**src/rtl/peq_pkg.sv**
```systemverilog
`timescale 1ns / 1ps

package peq_pkg;

  localparam int unsigned QUEUE_DEPTH_DEF   = 16;
  localparam int unsigned TYPE_BITS_DEF     = 4;
  localparam int unsigned PRIORITY_BITS_DEF = 2;

  localparam int unsigned TYPE_W  = 4;
  localparam int unsigned PRIO_W  = 2;
  localparam int unsigned TIME_W  = 32;
  localparam int unsigned DEPTH_W = 5;

  localparam logic KIND_PUSH = 1'b0;
  localparam logic KIND_POP  = 1'b1;

  typedef enum logic [3:0] {
    ST_IDLE,
    ST_DECIDE,
    ST_SCAN,
    ST_SCAN_END,
    ST_SHIFT_INIT,
    ST_SHIFT,
    ST_SHIFT_END,
    ST_EMIT_FAIL,
    ST_EMIT_PUSH,
    ST_EMIT_POP
  } peq_state_e;

  typedef struct packed {
    logic load;
    logic push_wr;
    logic rd;
    logic cmp;
    logic shift_init;
    logic wr_shift;
    logic pop_done;
    logic emit;
    logic emit_ok;
    logic emit_win;
  } peq_cmd_t;

  typedef struct packed {
    logic kind_pop;
    logic empty;
    logic full;
    logic rd_last;
    logic shift_done;
  } peq_stat_t;

endpackage

```
**src/rtl/priority_event_queue.sv**
```systemverilog
`timescale 1ns / 1ps

// Bounded priority event queue. An item is taken when start is high and busy
// is low; every item yields exactly one result, shown for a single cycle with
// done_o high, and the receiver cannot stall it. A push, and a failed push or
// pop, goes from the decide state straight to its emit state. A pop of a queue
// holding n entries, whose winner sits at position w (0 = oldest), uses the
// single read port of the entry memory first to scan all n entries for the
// winner and then to move the n - 1 - w younger entries down one place. busy
// drops in the cycle the result is shown.

module priority_event_queue #(
  parameter int unsigned QUEUE_DEPTH   = peq_pkg::QUEUE_DEPTH_DEF,
  parameter int unsigned TYPE_BITS     = peq_pkg::TYPE_BITS_DEF,
  parameter int unsigned PRIORITY_BITS = peq_pkg::PRIORITY_BITS_DEF
) (
  input  logic                         clk_i,
  input  logic                         rst_ni,
  input  logic                         start,
  output logic                         busy,
  input  logic                         kind_i,
  input  logic [peq_pkg::TYPE_W-1:0]   event_type_i,
  input  logic [peq_pkg::PRIO_W-1:0]   event_priority_i,
  input  logic [peq_pkg::TIME_W-1:0]   event_time_i,
  output logic                         done_o,
  output logic                         ok_o,
  output logic [peq_pkg::TYPE_W-1:0]   popped_type_o,
  output logic [peq_pkg::PRIO_W-1:0]   popped_priority_o,
  output logic [peq_pkg::TIME_W-1:0]   popped_time_o,
  output logic [peq_pkg::DEPTH_W-1:0]  depth_o
);
  import peq_pkg::*;

  peq_cmd_t  cmd;
  peq_stat_t stat;

  peq_ctrl u_ctrl (
    .clk_i  (clk_i),
    .rst_ni (rst_ni),
    .start  (start),
    .busy   (busy),
    .stat_i (stat),
    .cmd_o  (cmd)
  );

  peq_dpath #(
    .QUEUE_DEPTH   (QUEUE_DEPTH),
    .TYPE_BITS     (TYPE_BITS),
    .PRIORITY_BITS (PRIORITY_BITS)
  ) u_dpath (
    .clk_i             (clk_i),
    .rst_ni            (rst_ni),
    .cmd_i             (cmd),
    .stat_o            (stat),
    .kind_i            (kind_i),
    .event_type_i      (event_type_i),
    .event_priority_i  (event_priority_i),
    .event_time_i      (event_time_i),
    .done_o            (done_o),
    .ok_o              (ok_o),
    .popped_type_o     (popped_type_o),
    .popped_priority_o (popped_priority_o),
    .popped_time_o     (popped_time_o),
    .depth_o           (depth_o)
  );

endmodule

```
**src/rtl/peq_ctrl.sv**
```systemverilog
`timescale 1ns / 1ps

module peq_ctrl (
  input  logic              clk_i,
  input  logic              rst_ni,
  input  logic              start,
  output logic              busy,
  input  peq_pkg::peq_stat_t stat_i,
  output peq_pkg::peq_cmd_t  cmd_o
);
  import peq_pkg::*;

  peq_state_e state_q, state_d;

  always_ff @(posedge clk_i or negedge rst_ni) begin
    if (!rst_ni) begin
      state_q <= ST_IDLE;
    end else begin
      state_q <= state_d;
    end
  end

  always_comb begin
    state_d = state_q;
    cmd_o   = '0;
    busy    = (state_q != ST_IDLE);
    unique case (state_q)
      ST_IDLE: begin
        if (start) begin
          cmd_o.load = 1'b1;
          state_d    = ST_DECIDE;
        end
      end
      ST_DECIDE: begin
        priority if (!stat_i.kind_pop && stat_i.full) begin
          state_d = ST_EMIT_FAIL;
        end else if (!stat_i.kind_pop) begin
          cmd_o.push_wr = 1'b1;
          state_d       = ST_EMIT_PUSH;
        end else if (stat_i.empty) begin
          state_d = ST_EMIT_FAIL;
        end else begin
          state_d = ST_SCAN;
        end
      end
      ST_SCAN: begin
        cmd_o.rd  = 1'b1;
        cmd_o.cmp = 1'b1;
        if (stat_i.rd_last) begin
          state_d = ST_SCAN_END;
        end
      end
      ST_SCAN_END: begin
        cmd_o.cmp = 1'b1;
        state_d   = ST_SHIFT_INIT;
      end
      ST_SHIFT_INIT: begin
        cmd_o.shift_init = 1'b1;
        state_d          = ST_SHIFT;
      end
      ST_SHIFT: begin
        cmd_o.wr_shift = 1'b1;
        if (stat_i.shift_done) begin
          state_d = ST_SHIFT_END;
        end else begin
          cmd_o.rd = 1'b1;
        end
      end
      ST_SHIFT_END: begin
        cmd_o.wr_shift = 1'b1;
        cmd_o.pop_done = 1'b1;
        state_d        = ST_EMIT_POP;
      end
      ST_EMIT_FAIL: begin
        cmd_o.emit = 1'b1;
        state_d    = ST_IDLE;
      end
      ST_EMIT_PUSH: begin
        cmd_o.emit    = 1'b1;
        cmd_o.emit_ok = 1'b1;
        state_d       = ST_IDLE;
      end
      ST_EMIT_POP: begin
        cmd_o.emit     = 1'b1;
        cmd_o.emit_ok  = 1'b1;
        cmd_o.emit_win = 1'b1;
        state_d        = ST_IDLE;
      end
      default: begin
        state_d = ST_IDLE;
      end
    endcase
  end

endmodule

```
**src/rtl/peq_dpath.sv**
```systemverilog
`timescale 1ns / 1ps

module peq_dpath #(
  parameter int unsigned QUEUE_DEPTH   = peq_pkg::QUEUE_DEPTH_DEF,
  parameter int unsigned TYPE_BITS     = peq_pkg::TYPE_BITS_DEF,
  parameter int unsigned PRIORITY_BITS = peq_pkg::PRIORITY_BITS_DEF
) (
  input  logic                         clk_i,
  input  logic                         rst_ni,
  input  peq_pkg::peq_cmd_t            cmd_i,
  output peq_pkg::peq_stat_t           stat_o,
  input  logic                         kind_i,
  input  logic [peq_pkg::TYPE_W-1:0]   event_type_i,
  input  logic [peq_pkg::PRIO_W-1:0]   event_priority_i,
  input  logic [peq_pkg::TIME_W-1:0]   event_time_i,
  output logic                         done_o,
  output logic                         ok_o,
  output logic [peq_pkg::TYPE_W-1:0]   popped_type_o,
  output logic [peq_pkg::PRIO_W-1:0]   popped_priority_o,
  output logic [peq_pkg::TIME_W-1:0]   popped_time_o,
  output logic [peq_pkg::DEPTH_W-1:0]  depth_o
);
  import peq_pkg::*;

  localparam int unsigned TW = (TYPE_BITS < TYPE_W) ? TYPE_BITS : TYPE_W;
  localparam int unsigned PW = (PRIORITY_BITS < PRIO_W) ? PRIORITY_BITS : PRIO_W;
  localparam int unsigned EW = TW + PW + TIME_W;
  localparam int unsigned AW = $clog2(QUEUE_DEPTH);
  localparam int unsigned CW = $clog2(QUEUE_DEPTH + 1);

  logic [EW-1:0] mem [QUEUE_DEPTH];

  logic          kind_q;
  logic [EW-1:0] item_q;
  logic [CW-1:0] cnt_q, cnt_d;
  logic [CW-1:0] ptr_q, ptr_d;
  logic [CW-1:0] wptr_q, wptr_d;
  logic [CW-1:0] ridx_q;
  logic          rv_q, rv_d;
  logic [EW-1:0] rdata_q;
  logic [CW-1:0] best_q;
  logic [PW-1:0] best_prio_q;
  logic [EW-1:0] win_q;
  logic          take_best;
  logic [PW-1:0] rprio;

  logic          we;
  logic [AW-1:0] waddr;
  logic [EW-1:0] wdata;

  logic                done_q;
  logic                ok_q;
  logic [TYPE_W-1:0]   type_q;
  logic [PRIO_W-1:0]   prio_q;
  logic [TIME_W-1:0]   time_q;
  logic [DEPTH_W-1:0]  depth_q;

  assign rprio     = rdata_q[TIME_W +: PW];
  assign take_best = cmd_i.cmp && rv_q && ((ridx_q == '0) || (rprio > best_prio_q));

  assign stat_o.kind_pop   = (kind_q == KIND_POP);
  assign stat_o.empty      = (cnt_q == '0);
  assign stat_o.full       = (cnt_q >= CW'(QUEUE_DEPTH));
  assign stat_o.rd_last    = (ptr_q == CW'(cnt_q - CW'(1)));
  assign stat_o.shift_done = (ptr_q >= cnt_q);

  always_comb begin
    we    = 1'b0;
    waddr = cnt_q[AW-1:0];
    wdata = item_q;
    if (cmd_i.push_wr) begin
      we = 1'b1;
    end else if (cmd_i.wr_shift && rv_q) begin
      we    = 1'b1;
      waddr = wptr_q[AW-1:0];
      wdata = rdata_q;
    end
  end

  always_comb begin
    cnt_d  = cnt_q;
    ptr_d  = ptr_q;
    wptr_d = wptr_q;
    rv_d   = 1'b0;
    if (cmd_i.push_wr) begin
      cnt_d = cnt_q + CW'(1);
    end
    if (cmd_i.pop_done) begin
      cnt_d = cnt_q - CW'(1);
    end
    if (cmd_i.load) begin
      ptr_d = '0;
    end
    if (cmd_i.shift_init) begin
      ptr_d  = best_q + CW'(1);
      wptr_d = best_q;
    end
    if (cmd_i.rd) begin
      ptr_d = ptr_q + CW'(1);
      rv_d  = 1'b1;
    end
    if (cmd_i.wr_shift && rv_q) begin
      wptr_d = wptr_q + CW'(1);
    end
  end

  always_ff @(posedge clk_i) begin
    if (we) begin
      mem[waddr] <= wdata;
    end
    if (cmd_i.rd) begin
      rdata_q <= mem[ptr_q[AW-1:0]];
    end
  end

  always_ff @(posedge clk_i or negedge rst_ni) begin
    if (!rst_ni) begin
      cnt_q  <= '0;
      rv_q   <= 1'b0;
      done_q <= 1'b0;
      kind_q <= KIND_PUSH;
    end else begin
      cnt_q  <= cnt_d;
      rv_q   <= rv_d;
      done_q <= cmd_i.emit;
      if (cmd_i.load) begin
        kind_q <= kind_i;
      end
    end
  end

  always_ff @(posedge clk_i) begin
    ptr_q  <= ptr_d;
    wptr_q <= wptr_d;
    if (cmd_i.rd) begin
      ridx_q <= ptr_q;
    end
    if (cmd_i.load) begin
      item_q <= {TW'(event_type_i), PW'(event_priority_i), event_time_i};
    end
    if (take_best) begin
      best_q      <= ridx_q;
      best_prio_q <= rprio;
      win_q       <= rdata_q;
    end
    if (cmd_i.emit) begin
      ok_q    <= cmd_i.emit_ok;
      type_q  <= cmd_i.emit_win ? TYPE_W'(win_q[TIME_W+PW +: TW]) : '0;
      prio_q  <= cmd_i.emit_win ? PRIO_W'(win_q[TIME_W +: PW]) : '0;
      time_q  <= cmd_i.emit_win ? win_q[TIME_W-1:0] : '0;
      depth_q <= DEPTH_W'(cnt_q);
    end
  end

  assign done_o            = done_q;
  assign ok_o              = ok_q;
  assign popped_type_o     = type_q;
  assign popped_priority_o = prio_q;
  assign popped_time_o     = time_q;
  assign depth_o           = depth_q;

  a_cnt_bound: assert property (@(posedge clk_i) disable iff (!rst_ni)
    cnt_q <= CW'(QUEUE_DEPTH))
    else $error("fill count beyond queue depth");

  a_push_room: assert property (@(posedge clk_i) disable iff (!rst_ni)
    cmd_i.push_wr |-> !stat_o.full)
    else $error("push written into a full queue");

  a_pop_dec: assert property (@(posedge clk_i) disable iff (!rst_ni)
    cmd_i.pop_done |=> cnt_q == CW'($past(cnt_q) - CW'(1)))
    else $error("pop did not decrement fill count");

  a_fail_zero: assert property (@(posedge clk_i) disable iff (!rst_ni)
    (done_o && !ok_o) |-> (popped_time_o == '0 && popped_type_o == '0))
    else $error("failed item carries popped data");

endmodule
```
**config.mk**
```make
export PLATFORM = sky130hd
export DESIGN_NAME = priority_event_queue
export DESIGN_NICKNAME = d
export VERILOG_FILES = /design/src/rtl/peq_pkg.sv /design/src/rtl/priority_event_queue.sv /design/src/rtl/peq_ctrl.sv /design/src/rtl/peq_dpath.sv
export SDC_FILE = /design/constraint.sdc
export NUM_CORES = 1
export LEC_CHECK = 0
export BUFFER_PORTS_ARGS = -buffer_cell sky130_fd_sc_hd__buf_2
export CAP_MARGIN = 40
export CORE_MARGIN = 2
export CORE_UTILIZATION = 40
export CTS_CLUSTER_DIAMETER = 100
export DETAILED_ROUTE_END_ITERATION = 6
export SLEW_MARGIN = 20
export SYNTH_ARGS = -nofsm -noshare
export SYNTH_HDL_FRONTEND = slang
export SYNTH_SLANG_ARGS = --single-unit
export TNS_END_PERCENT = 5
```
**constraint.sdc**
```tcl
create_clock -name clk_i -period 7.45 [get_ports clk_i]
set_input_delay 0.745 -clock clk_i [delete_from_list [all_inputs] [get_ports clk_i]]
set_output_delay 0.745 -clock clk_i [all_outputs]
set_load 0.02 [all_outputs]
```
* Word level (Yosys, flattened, before mapping)
Memories as Yosys holds them, arrays and structs flattened. A register that Yosys moved wholly into a read port is not among the register bits.
Index checks and enable logic that the tools add are counted.
W data, S select, Z words.
** Storage, ports and cells
- Memory bits (writable) :: 608
- Memories kept :: 1
- Word-level logic and storage cells :: 94
- Bits in registers :: 154
- Input port bits :: 42
- Output and inout bits :: 46
** Cells by class
- Order comparisons :: 3
- $add $sub $neg :: 5
- Equal/unequal tests :: 13
- Multiplexer cells :: 37
- Reduce and logical (&&, ||, !) cells :: 18
** Memories
- u_dpath.mem :: depth 16, width 38, read ports 1, clocked after memory_dff 1, wr ports 1, RTL line peq_dpath.sv:31 : logic [EW-1:0] mem [QUEUE_DEPTH];
** Operator list (count)
- $mux W38 :: 2
- $mux W5 :: 7
- $mux W4 :: 7
- $pmux W4 S7 :: 1
- $add A5 B1 Y5 const B :: 4
- $mux W1 :: 18
- $eq A4 B3 Y1 const B :: 4
- $logic_not A5 Y1 :: 2
- $eq A4 B2 Y1 const B :: 2
- $eq A4 B4 Y1 const B :: 2
- $ne A2 B2 Y1 const B :: 3
- $reduce_or A2 Y1 :: 3
- $eq A5 B5 Y1 :: 1
- $ge A5 B5 Y1 :: 1
- $ge A5 B5 Y1 const B :: 1
- $sub A5 B1 Y5 const B :: 1
- $eq A4 B1 Y1 const B :: 1
- $logic_and A1 B1 Y1 :: 4
- $logic_not A4 Y1 :: 1
- $reduce_bool A2 Y1 :: 2
- $reduce_bool A4 Y1 :: 1
- $mux W3 :: 1
- $reduce_and A3 Y1 :: 1
- $reduce_bool A3 Y1 :: 1
- 5 further kinds :: 5

* Longest topological paths before layout
Gate-level depths: netlist of run 1.
- Depth after elaboration :: 8
- Depth in mapped cells :: 9
- Gate-level depth less buffers :: 7

* Hierarchy
A second synthesis of run 1 with hierarchy kept.
** Unflattened totals
- Cells, all modules :: 1463
- Area, all modules :: 30165.2 um2
** By module, submodules not included
- peq_dpath :: seq. area each 23772.8 um2, instances 1, cells each 1416, area each 29797.3 um2
- peq_ctrl :: seq. area each 100.1 um2, instances 1, cells each 47, area each 367.9 um2

* Worst setup path before layout of run 1
No wires, ideal clock.
- Path kind :: register -> register
- From :: reg u_dpath.rdata_q[33], read port of u_dpath.mem
- To :: reg u_dpath.best_q[0] (enable)
- Data required time :: 6898 ps
- Setup slack :: 1839 ps
- Arrival time :: 5060 ps
- Cell stages (with the launch flop) :: 6
- Period minus slack after synthesis :: 5611 ps
- Path buffers :: 0
- Library setup time :: 552 ps
- Path through :: edfxtp_1 > ha_1 > a21oi_1 > a21oi_1 > a21oi_1 > nor4bb_1
** On the way
- Word-level cells in the longest chain between the ends :: 3
** RTL lines
- start: declaration :: RTL line peq_dpath.sv:40 : logic [EW-1:0] rdata_q;
- $gt A2 B2 Y1 :: RTL line peq_dpath.sv:59 : assign take_best = cmd_i.cmp && rv_q && ((ridx_q == '0) || (rprio > best_prio_q));
- $logic_or A1 B1 Y1 :: RTL line peq_dpath.sv:59
- $logic_and A1 B1 Y1 :: RTL line peq_dpath.sv:59
- named net u_dpath.take_best :: RTL line peq_dpath.sv:44 : logic take_best;
- end signal: assignment :: RTL line peq_dpath.sv:142 : best_q <= ridx_q;
- end: declaration :: RTL line peq_dpath.sv:41 : logic [CW-1:0] best_q;
The timed path passes the listed nets, and every way through them passes these cells.
A chain may end at the register's enable or synchronous reset.

* Final worst setup path of run 1
- From :: reg u_ctrl.state_q[1]
- To :: mem u_dpath.mem[9][26] in the netlist's numbering (enable)
** On the way
- Word-level cells in the longest chain between the ends :: 8
- Elaborated cells on any way between the ends :: 13
- Classes of those cells :: eq/ne: 3; mux: 8; reduce/logical: 2
** RTL lines
- start: declaration :: RTL line peq_ctrl.sv:13 : peq_state_e state_q, state_d;
- start signal: assignment :: RTL line peq_ctrl.sv:19 : state_q <= state_d;
- $eq A4 B3 Y1 :: RTL line peq_ctrl.sv:27 : unique case (state_q)
- $reduce_or A2 Y1 (no line)
- $mux W1 :: RTL line peq_ctrl.sv:27
- $logic_and A1 B1 Y1 :: RTL line peq_dpath.sv:73 : end else if (cmd_i.wr_shift && rv_q) begin
- $mux W1 :: RTL line peq_dpath.sv:73
- $mux W1 :: RTL line peq_dpath.sv:71 : if (cmd_i.push_wr) begin
- $mux W1 :: RTL line peq_dpath.sv:108 : if (we) begin
- $mux W1 (implied by the code) :: RTL line peq_dpath.sv:109 : mem[waddr] <= wdata;
- end: declaration :: RTL line peq_dpath.sv:31
Parallel ways exist; a longest one is shown, timed or not.

==> summary.md, run 1 <==
| Metric | Value |
|---|---|
| Initial antenna violation count | 0 |
| Antenna Diode Count | 0 |
| Fin nets | 1570 |
| Congestion Overflow GR | 0 |
| FILL cells | 6281 |
| WP data arrival | 4.04 ns |
| H-Tree Level Count | 3 |
| DRT antenna net count | 0 |
| Total of max-cap violations | 0 |
| Synth warn | 0 |
| Library cells used by synthesis | 48 |
| Slew HR | 0.2693 |
| Clk_skew | 0.02837 ns |
| Post-synth EDFFs | 785 |
| Sequential area share after synthesis | 0.7814 |
| Die width | 280.4 microns |
| Layout cells sized above 1 | 0.2372 |
| Fin crit period | between 3 and 4 ns |
| PortBufs | 87 |
| CP required | 7.74 ns |
| CP Capture Type | flop |
| Sequential share of power | 0.459 |
| Fraction of registers with async set/reset | 0.01506 |
| Initial core utilization | 0.4030 |
| Critical R2R Capture | u_dpath.mem[9][26] |
| Placed cells | 2408 |
| Worst Tran Pin Value | around 1.1 ns |
| First-pass GRT wire length | roughly 94000 microns |
| Reg2reg start | u_ctrl.state_q[1] |
| Top cell type by total area after synthesis | edfxtp_1 |
| Synth top cells by count | 785 x edfxtp_1, 130 x nand2_1, 115 x mux4_2, 75 x mux4_1, 38 x and2_1 |
| Fmax | roughly 0.27 GHz |
| Cell Pwr Density | 373.1 mW/mm^2 |
| Setup TNS | 0 ns |
| CTS Sinks | around 800 |
| Max Buffers Root-to-Sink | 3 |
| Post-Synthesis Net Count | 1425 |
| Hold Crit Start | event_time_i[25] |
| Area after DPL | 0.03234 sq mm |
| RePlAce Congestion | between 0.7 and 0.8 |
| Post-Syn Instances | 1370 |
| Post-CTS Setup Bufs | 0 |
| WHS Endpoint | u_dpath.item_q[25] |
| Count leader, synth | edfxtp_1 |
| Design area | 0.03490 sq mm |
| Via count | between 10000 and 15000 |
| Die H | 280.4 microns |
| Area delta synth->final | 14.23% |
| Clock Latency Late Sink | 0.63 ns |
| Post-CTS sizing | 0 |
| Power, Total | 13.02 mW |
| I/O pin count | 88 |
| Core Rows | around 100 |
| GRT Util Overall | 0.1635 |
| Worst Hold Depth | 1 |
| Largest fanout on the critical path | 43 |
| Clk slew on worst S/H paths | 0.06 ns |
| Synth top area share | 0.7715 |
| Total Die Area | 0.07861 sq mm |
| Sw Pwr | roughly 3.6 mW |
| Main flop type after synthesis | edfxtp_1 |
| Largest cells by area after synthesis | edfxtp_1 77%, mux4_2 8.5%, mux4_1 6.4% |
| Clock power share | 0.302 |
| Pre-antenna DRT Iters | 7 |
| VDD IR-drop max | 0.0003594 V |
| Status | complete, no violations |
| LEAKAGE | 11.42 nW |
| Residual DRC count | 0 |
| Sw Share | 0.2800 |
| Core Region | 0.07582 sq mm |
| CTS tree | yes |
| Total wire length | between 60000 and 70000 microns |
| Final Hold Viols | 0 |
| Worst Reg-to-Reg Cells | 7 |
| RSZ-0062 raised after global routing | false |
| Avg WL per Cell | 24.64 microns |
| Vias per cell | 5.401 |
| Post-DP HPWL | ~34000 microns |
| Slew Limit Fails | 0 |
| Critical path startpoint category | flop |
| Final Cycle Share | 0.5034 |
| Fin util | 0.4603 |
| Total CTS buffers | 81 |
| Initial drt markers | 1183 |
| Slack of the worst reg-to-reg path | 3.70 ns |
| Post-Syn Area | about 0.031 sq mm |
| Number of global-route vias before repair | 14270 |
| Cell Count, Final, Fillers Out | 2555 |
| Root Buffer | clkbuf_16 |
| Comb pwr share | 0.239 |
| Crit Path Class | reg -> reg |
| Flops & latches, synth | between 700 and 800 |
| Largest net degree at the start of global routing | 158 |
| Syn Area/Cell | between 20 and 25 sq um |
| HP Class | in -> reg |
| Cell Int Power | about 9.4 mW |
| Setup violators final | 0 |
sequential cells by signal (all words and copies together) (netlist names):
name                       cells
u_ctrl.state_q                 4
u_dpath.ptr_q                  5
u_dpath.rdata_q               38
u_dpath.best_q                 5
u_dpath.ok_o                   1
u_dpath.win_q                 38
u_dpath.done_o                 1
u_dpath.popped_type_o          4
u_dpath.wptr_q                 4
u_dpath.mem                  608
u_dpath.cnt_q                  5
u_dpath.ridx_q                 5
u_dpath.item_q                38
u_dpath.popped_time_o         32
u_dpath.kind_q                 1
u_dpath.popped_priority_o      2
u_dpath.depth_o                5
u_dpath.rv_q                   1
per-stage QoR:
step	hold WS (ns)	worst slack (ns)
3_5_place_dp	0.4341	3.689
4_1_cts	0.2603	3.653
3_3_place_gp	0.4318	3.759
5_1_grt	0.2758	3.485
6_report	0.2996	3.699
2_1_floorplan	0.4196	1.839
placed cells by master, fill, tap and decap left out, drive strengths merged, types with 3 or more instances in the layout:
master	netlist	layout
edfxtp	785	785
mux4	190	190
nand2	130	130
buf	34	122
clkbuf	28	102
and2	38	38
nor2	31	31
clkinv	0	31
inv	13	19
ha	13	13
dfrtp	12	12
a21oi	11	11
nand3	11	11
xnor2	9	9
nor3	8	8
xor2	7	7
bufinv	0	7
o21ai	6	6
nand2b	6	6
o22ai	5	5
nor2b	4	4
a31oi	3	3
metal layers:
metal | vias to the layer above | GRT usage | wire length (microns)
met5 | - | 0 | 0
met4 | 0 | 0.04388 | 1009
met3 | 81 | 0.02673 | 3313
met2 | 391 | 0.2636 | 30830
met1 | 7342 | 0.2323 | 27810
li1 | 5986 | - | -
kinds of logic (layout without fill, tap and decap cells):
group,count (synthesis),in the layout,share of synthesized area
DFF,797,797,0.7814
and+or+nand+nor,236,236,0.03522
muxes,194,194,0.1507
buffers and inverters,75,282,0.01437
AOI/OAI and AO/OA,39,39,0.008478
xor gates and xnor gates,16,16,0.004587
adders and majority gates,13,13,0.005324
critical path, cell delays in order (launching register included):
cell,delay [ns]
dfrtp_1,0.56
xor2_1,0.28
and3_2,0.23
buf_4,0.54
mux2_1,0.41
a2bb2oi_2,0.25
nor2_4,0.65
buf_4,0.46
timing repair:
action                                  in CTS  in global routing
endpoints found under the setup margin       0                  0
endpoints found under the hold margin       12                  0
hold buffers                                 1                  0
worst max-delay path by stage:
stage / start / to / slack (ns) / cells past startpoint
final: u_ctrl.state_q[1] / u_dpath.mem[9][26] / 3.70 / 7
after global routing: u_ctrl.state_q[1] / u_dpath.mem[9][26] / 3.49 / 7
after CTS: u_ctrl.state_q[1] / u_dpath.mem[9][24] / 3.65 / 7
after detailed placement: u_ctrl.state_q[1] / u_dpath.mem[9][21] / 3.69 / 7
after global placement: u_dpath.ptr_q[0] / u_dpath.rdata_q[4] / 3.76 / 9
after floorplan: u_dpath.rdata_q[33] / u_dpath.best_q[0] / 1.84 / 5
power by group through the flow:
stage / clock network (mW) / logic [mW] / registers (mW)
after CTS: 4.04 / 3.18 / 5.98
after detailed placement: 0 / 3.17 / 6.07
after global placement: 0 / 3.05 / 6.06
after global routing: 4.20 / 3.36 / 6.02
after floorplan: 0 / 2.20 / 6.04
final: 3.94 / 3.11 / 5.98
cell type report:
| cell class | count | area, sq um | area share |
|---|---|---|---|
| sequential | 797 | 23870 | 0.6840 |
| multi-input combinational | 498 | 6399 | 0.1833 |
| clock buffer | 101 | 2123 | 0.06084 |
| tap | 978 | 1224 | 0.03506 |
| timing repair buffer | 124 | 810.8 | 0.02323 |
| clock inverter | 44 | 424.2 | 0.01215 |
| inverter | 13 | 48.80 | 0.001398 |
(Power assumes the default switching activity.)
==> inputs of run 2 (changes only) <==
clock period = 3.9 ns   (was 7.45 ns; I/O delays follow)
==> run 2 against run 1 <==
Clock-buffer cell count up 1; largest cell class unchanged; highest routed layer unchanged; via count increased by 2.1%; worst hold slack got worse by 0.12 ns; first-iteration DRC count rose by 2.8%; global-route usage grew 0.40 points; clock skew is 0.0013 ns higher; combinational power grew 94%; flip-flop and latch count is the same; routed wire length up 3.0%.
==> summary.md, run 2 (synthesized netlist as in run 1, its figures left out) <==
| Metric | Value |
|---|---|
| RSZ-0062 raised after global routing | false |
| Slew Limit Fails | 0 |
| Largest net degree at the start of global routing | 157 |
| Congestion Overflow GR | 0 |
| Avg WL per Cell | 24.93 microns |
| Number of global-route vias before repair | 14640 |
| Layout cells sized above 1 | 0.2378 |
| Final Cycle Share | 0.8541 |
| Clk slew on worst S/H paths | 0.06 ns |
| Post-DP HPWL | 34810 microns |
| I/O pin count | 88 |
| Status | complete, no violations |
| PortBufs | 87 |
| Pre-antenna DRT Iters | 5 |
| VDD IR-drop max | about 0.00068 V |
| Post-CTS Setup Bufs | 0 |
| Total Die Area | 0.07861 sq mm |
| Cell Count, Final, Fillers Out | 2601 |
| CP Capture Type | flop |
| Area delta synth->final | 16.17% |
| H-Tree Level Count | 3 |
| Top reg by flops | u_dpath.mem |
| GRT Util Overall | 0.1675 |
| Setup violators final | 0 |
| CP cell instances | nor2_1 -> nor4b_4 -> and2_1 -> a32oi_1 -> nor2_4 -> buf_4 |
| Most frequent cells in the layout | 785 x edfxtp_1, 130 x nand2_1, 115 x mux4_2 |
| Cell Pwr Density | slightly above 700 mW/mm^2 |
| RePlAce Congestion | 0.7976 |
| CTS tree | yes |
| Fin nets | 1618 |
| Hold_ws | ~0.18 ns |
| Core Region | 0.07582 sq mm |
| Initial drt markers | 1216 |
| CTS Sinks | 797 |
| Critical path startpoint category | flop |
| WP data arrival | 3.64 ns |
| Crit Path Class | reg -> reg |
| Placed cells | 2416 |
| Final Hold Viols | 0 |
| Via count | roughly 14000 |
| Root Buffer | clkbuf_16 |
| Max reg flops | slightly above 600 |
| Final WS setup | between 0.5 and 0.6 ns |
| Worst Tran Pin Value | 1.056 ns |
| Fin crit period | 3.331 ns |
| Total of max-cap violations | 0 |
| Design area | 0.03549 sq mm |
| Max incr delay on CP | around 0.76 ns |
| Area after DPL | 0.03246 sq mm |
| First-pass GRT wire length | 96180 microns |
| Commonest non-fill, non-tap cell in the layout | edfxtp_1 |
| Clock Latency Late Sink | roughly 0.63 ns |
| Antenna Diode Count | 0 |
| Initial antenna violation count | 2 |
| Total CTS buffers | 82 |
| HP Class | in -> async |
| LEAKAGE | approximately 12 nW |
| Total wire length | 64840 microns |
| Die H | 280.4 microns |
| DRT antenna net count | 0 |
| Clk_skew | 0.02968 ns |
| Setup TNS | 0 ns |
| Max Buffers Root-to-Sink | 3 |
| Core Rows | about 100 |
| Initial core utilization | 0.4030 |
| Vias per cell | 5.416 |
| Die width | 280.4 microns |
| Post-CTS sizing | 0 |
| Largest fanout on the critical path | 17 |
| Place WS | 0.6340 ns |
| Slowest CP cell | nor2_4 |
| Slew HR | 0.2962 |
| Residual DRC count | 0 |
| Fmax | 0.3002 GHz |
| CP required | 4.21 ns |
[run 2: final timing paths]
path | start | endpoint | slack (ns) | cells after the start
max | u_ctrl.state_q[2] | u_dpath.mem[14][13] | 0.57 | 6
min | rst_ni | u_dpath.cnt_q[1] | 0.18 | 2
max reg2reg | u_ctrl.state_q[2] | u_dpath.mem[14][13] | 0.57 | 6
min reg2reg | u_dpath.ridx_q[3] | u_dpath.best_q[3] | 0.44 | 0
max in group asynchronous | rst_ni | u_dpath.cnt_q[2] | 3.50 | 2
min in group clk_i | start | u_dpath.kind_q | 0.28 | 3
[run 2: routing by layer]
metal  vias to the layer above  wire length (microns)  GRT usage
li1                       6074                      -          -
met1                      7522                  28870     0.2333
met2                       403                  31600     0.2750
met3                        89                   3220    0.02748
met4                         0                   1149    0.04566
met5                         -                      0          0
[run 2: power by group]
| group | switching, mW | total (mW) | internal, mW | leakage [nW] |
|---|---|---|---|---|
| Sequential | 0.416 | 11.4 | 11.0 | 7.26 |
| Clock | 3.17 | 7.74 | 4.57 | 1.28 |
| Combinational | 3.44 | 6.04 | 2.60 | 3.12 |
[run 2: layout make-up]
cell class                 instances  area [sq um]
inverter                          13         48.80
timing repair buffer             171          1321
clock inverter                    42         437.9
fill                            6232         40330
tap                              978          1224
sequential                       797         23870
multi-input combinational        498          6399
clock buffer                     102          2191
[run 2: critical path, delay by kind of cell, from the launching register on]
family	cells	cell delay, ns
flip-flops	1	0.56
AND/OR/NAND/NOR	4	1.79
buffers and inverters	1	0.38
AO/OA/AOI/OAI	1	0.26
[run 2: metrics by stage]
step             util  total power, mW
3_5_place_dp   0.4281            17.74
3_3_place_gp   0.4274            17.59
4_1_cts        0.4681            25.54
5_1_grt        0.4681            26.23
6_report       0.4681            25.19
2_1_floorplan       -            15.75
[run 2: repair_timing]
item | in CTS | in global routing
endpoints found under the setup margin | 0 | 0
hold buffers | 40 | 0
hold endpoints to repair | 51 | 0
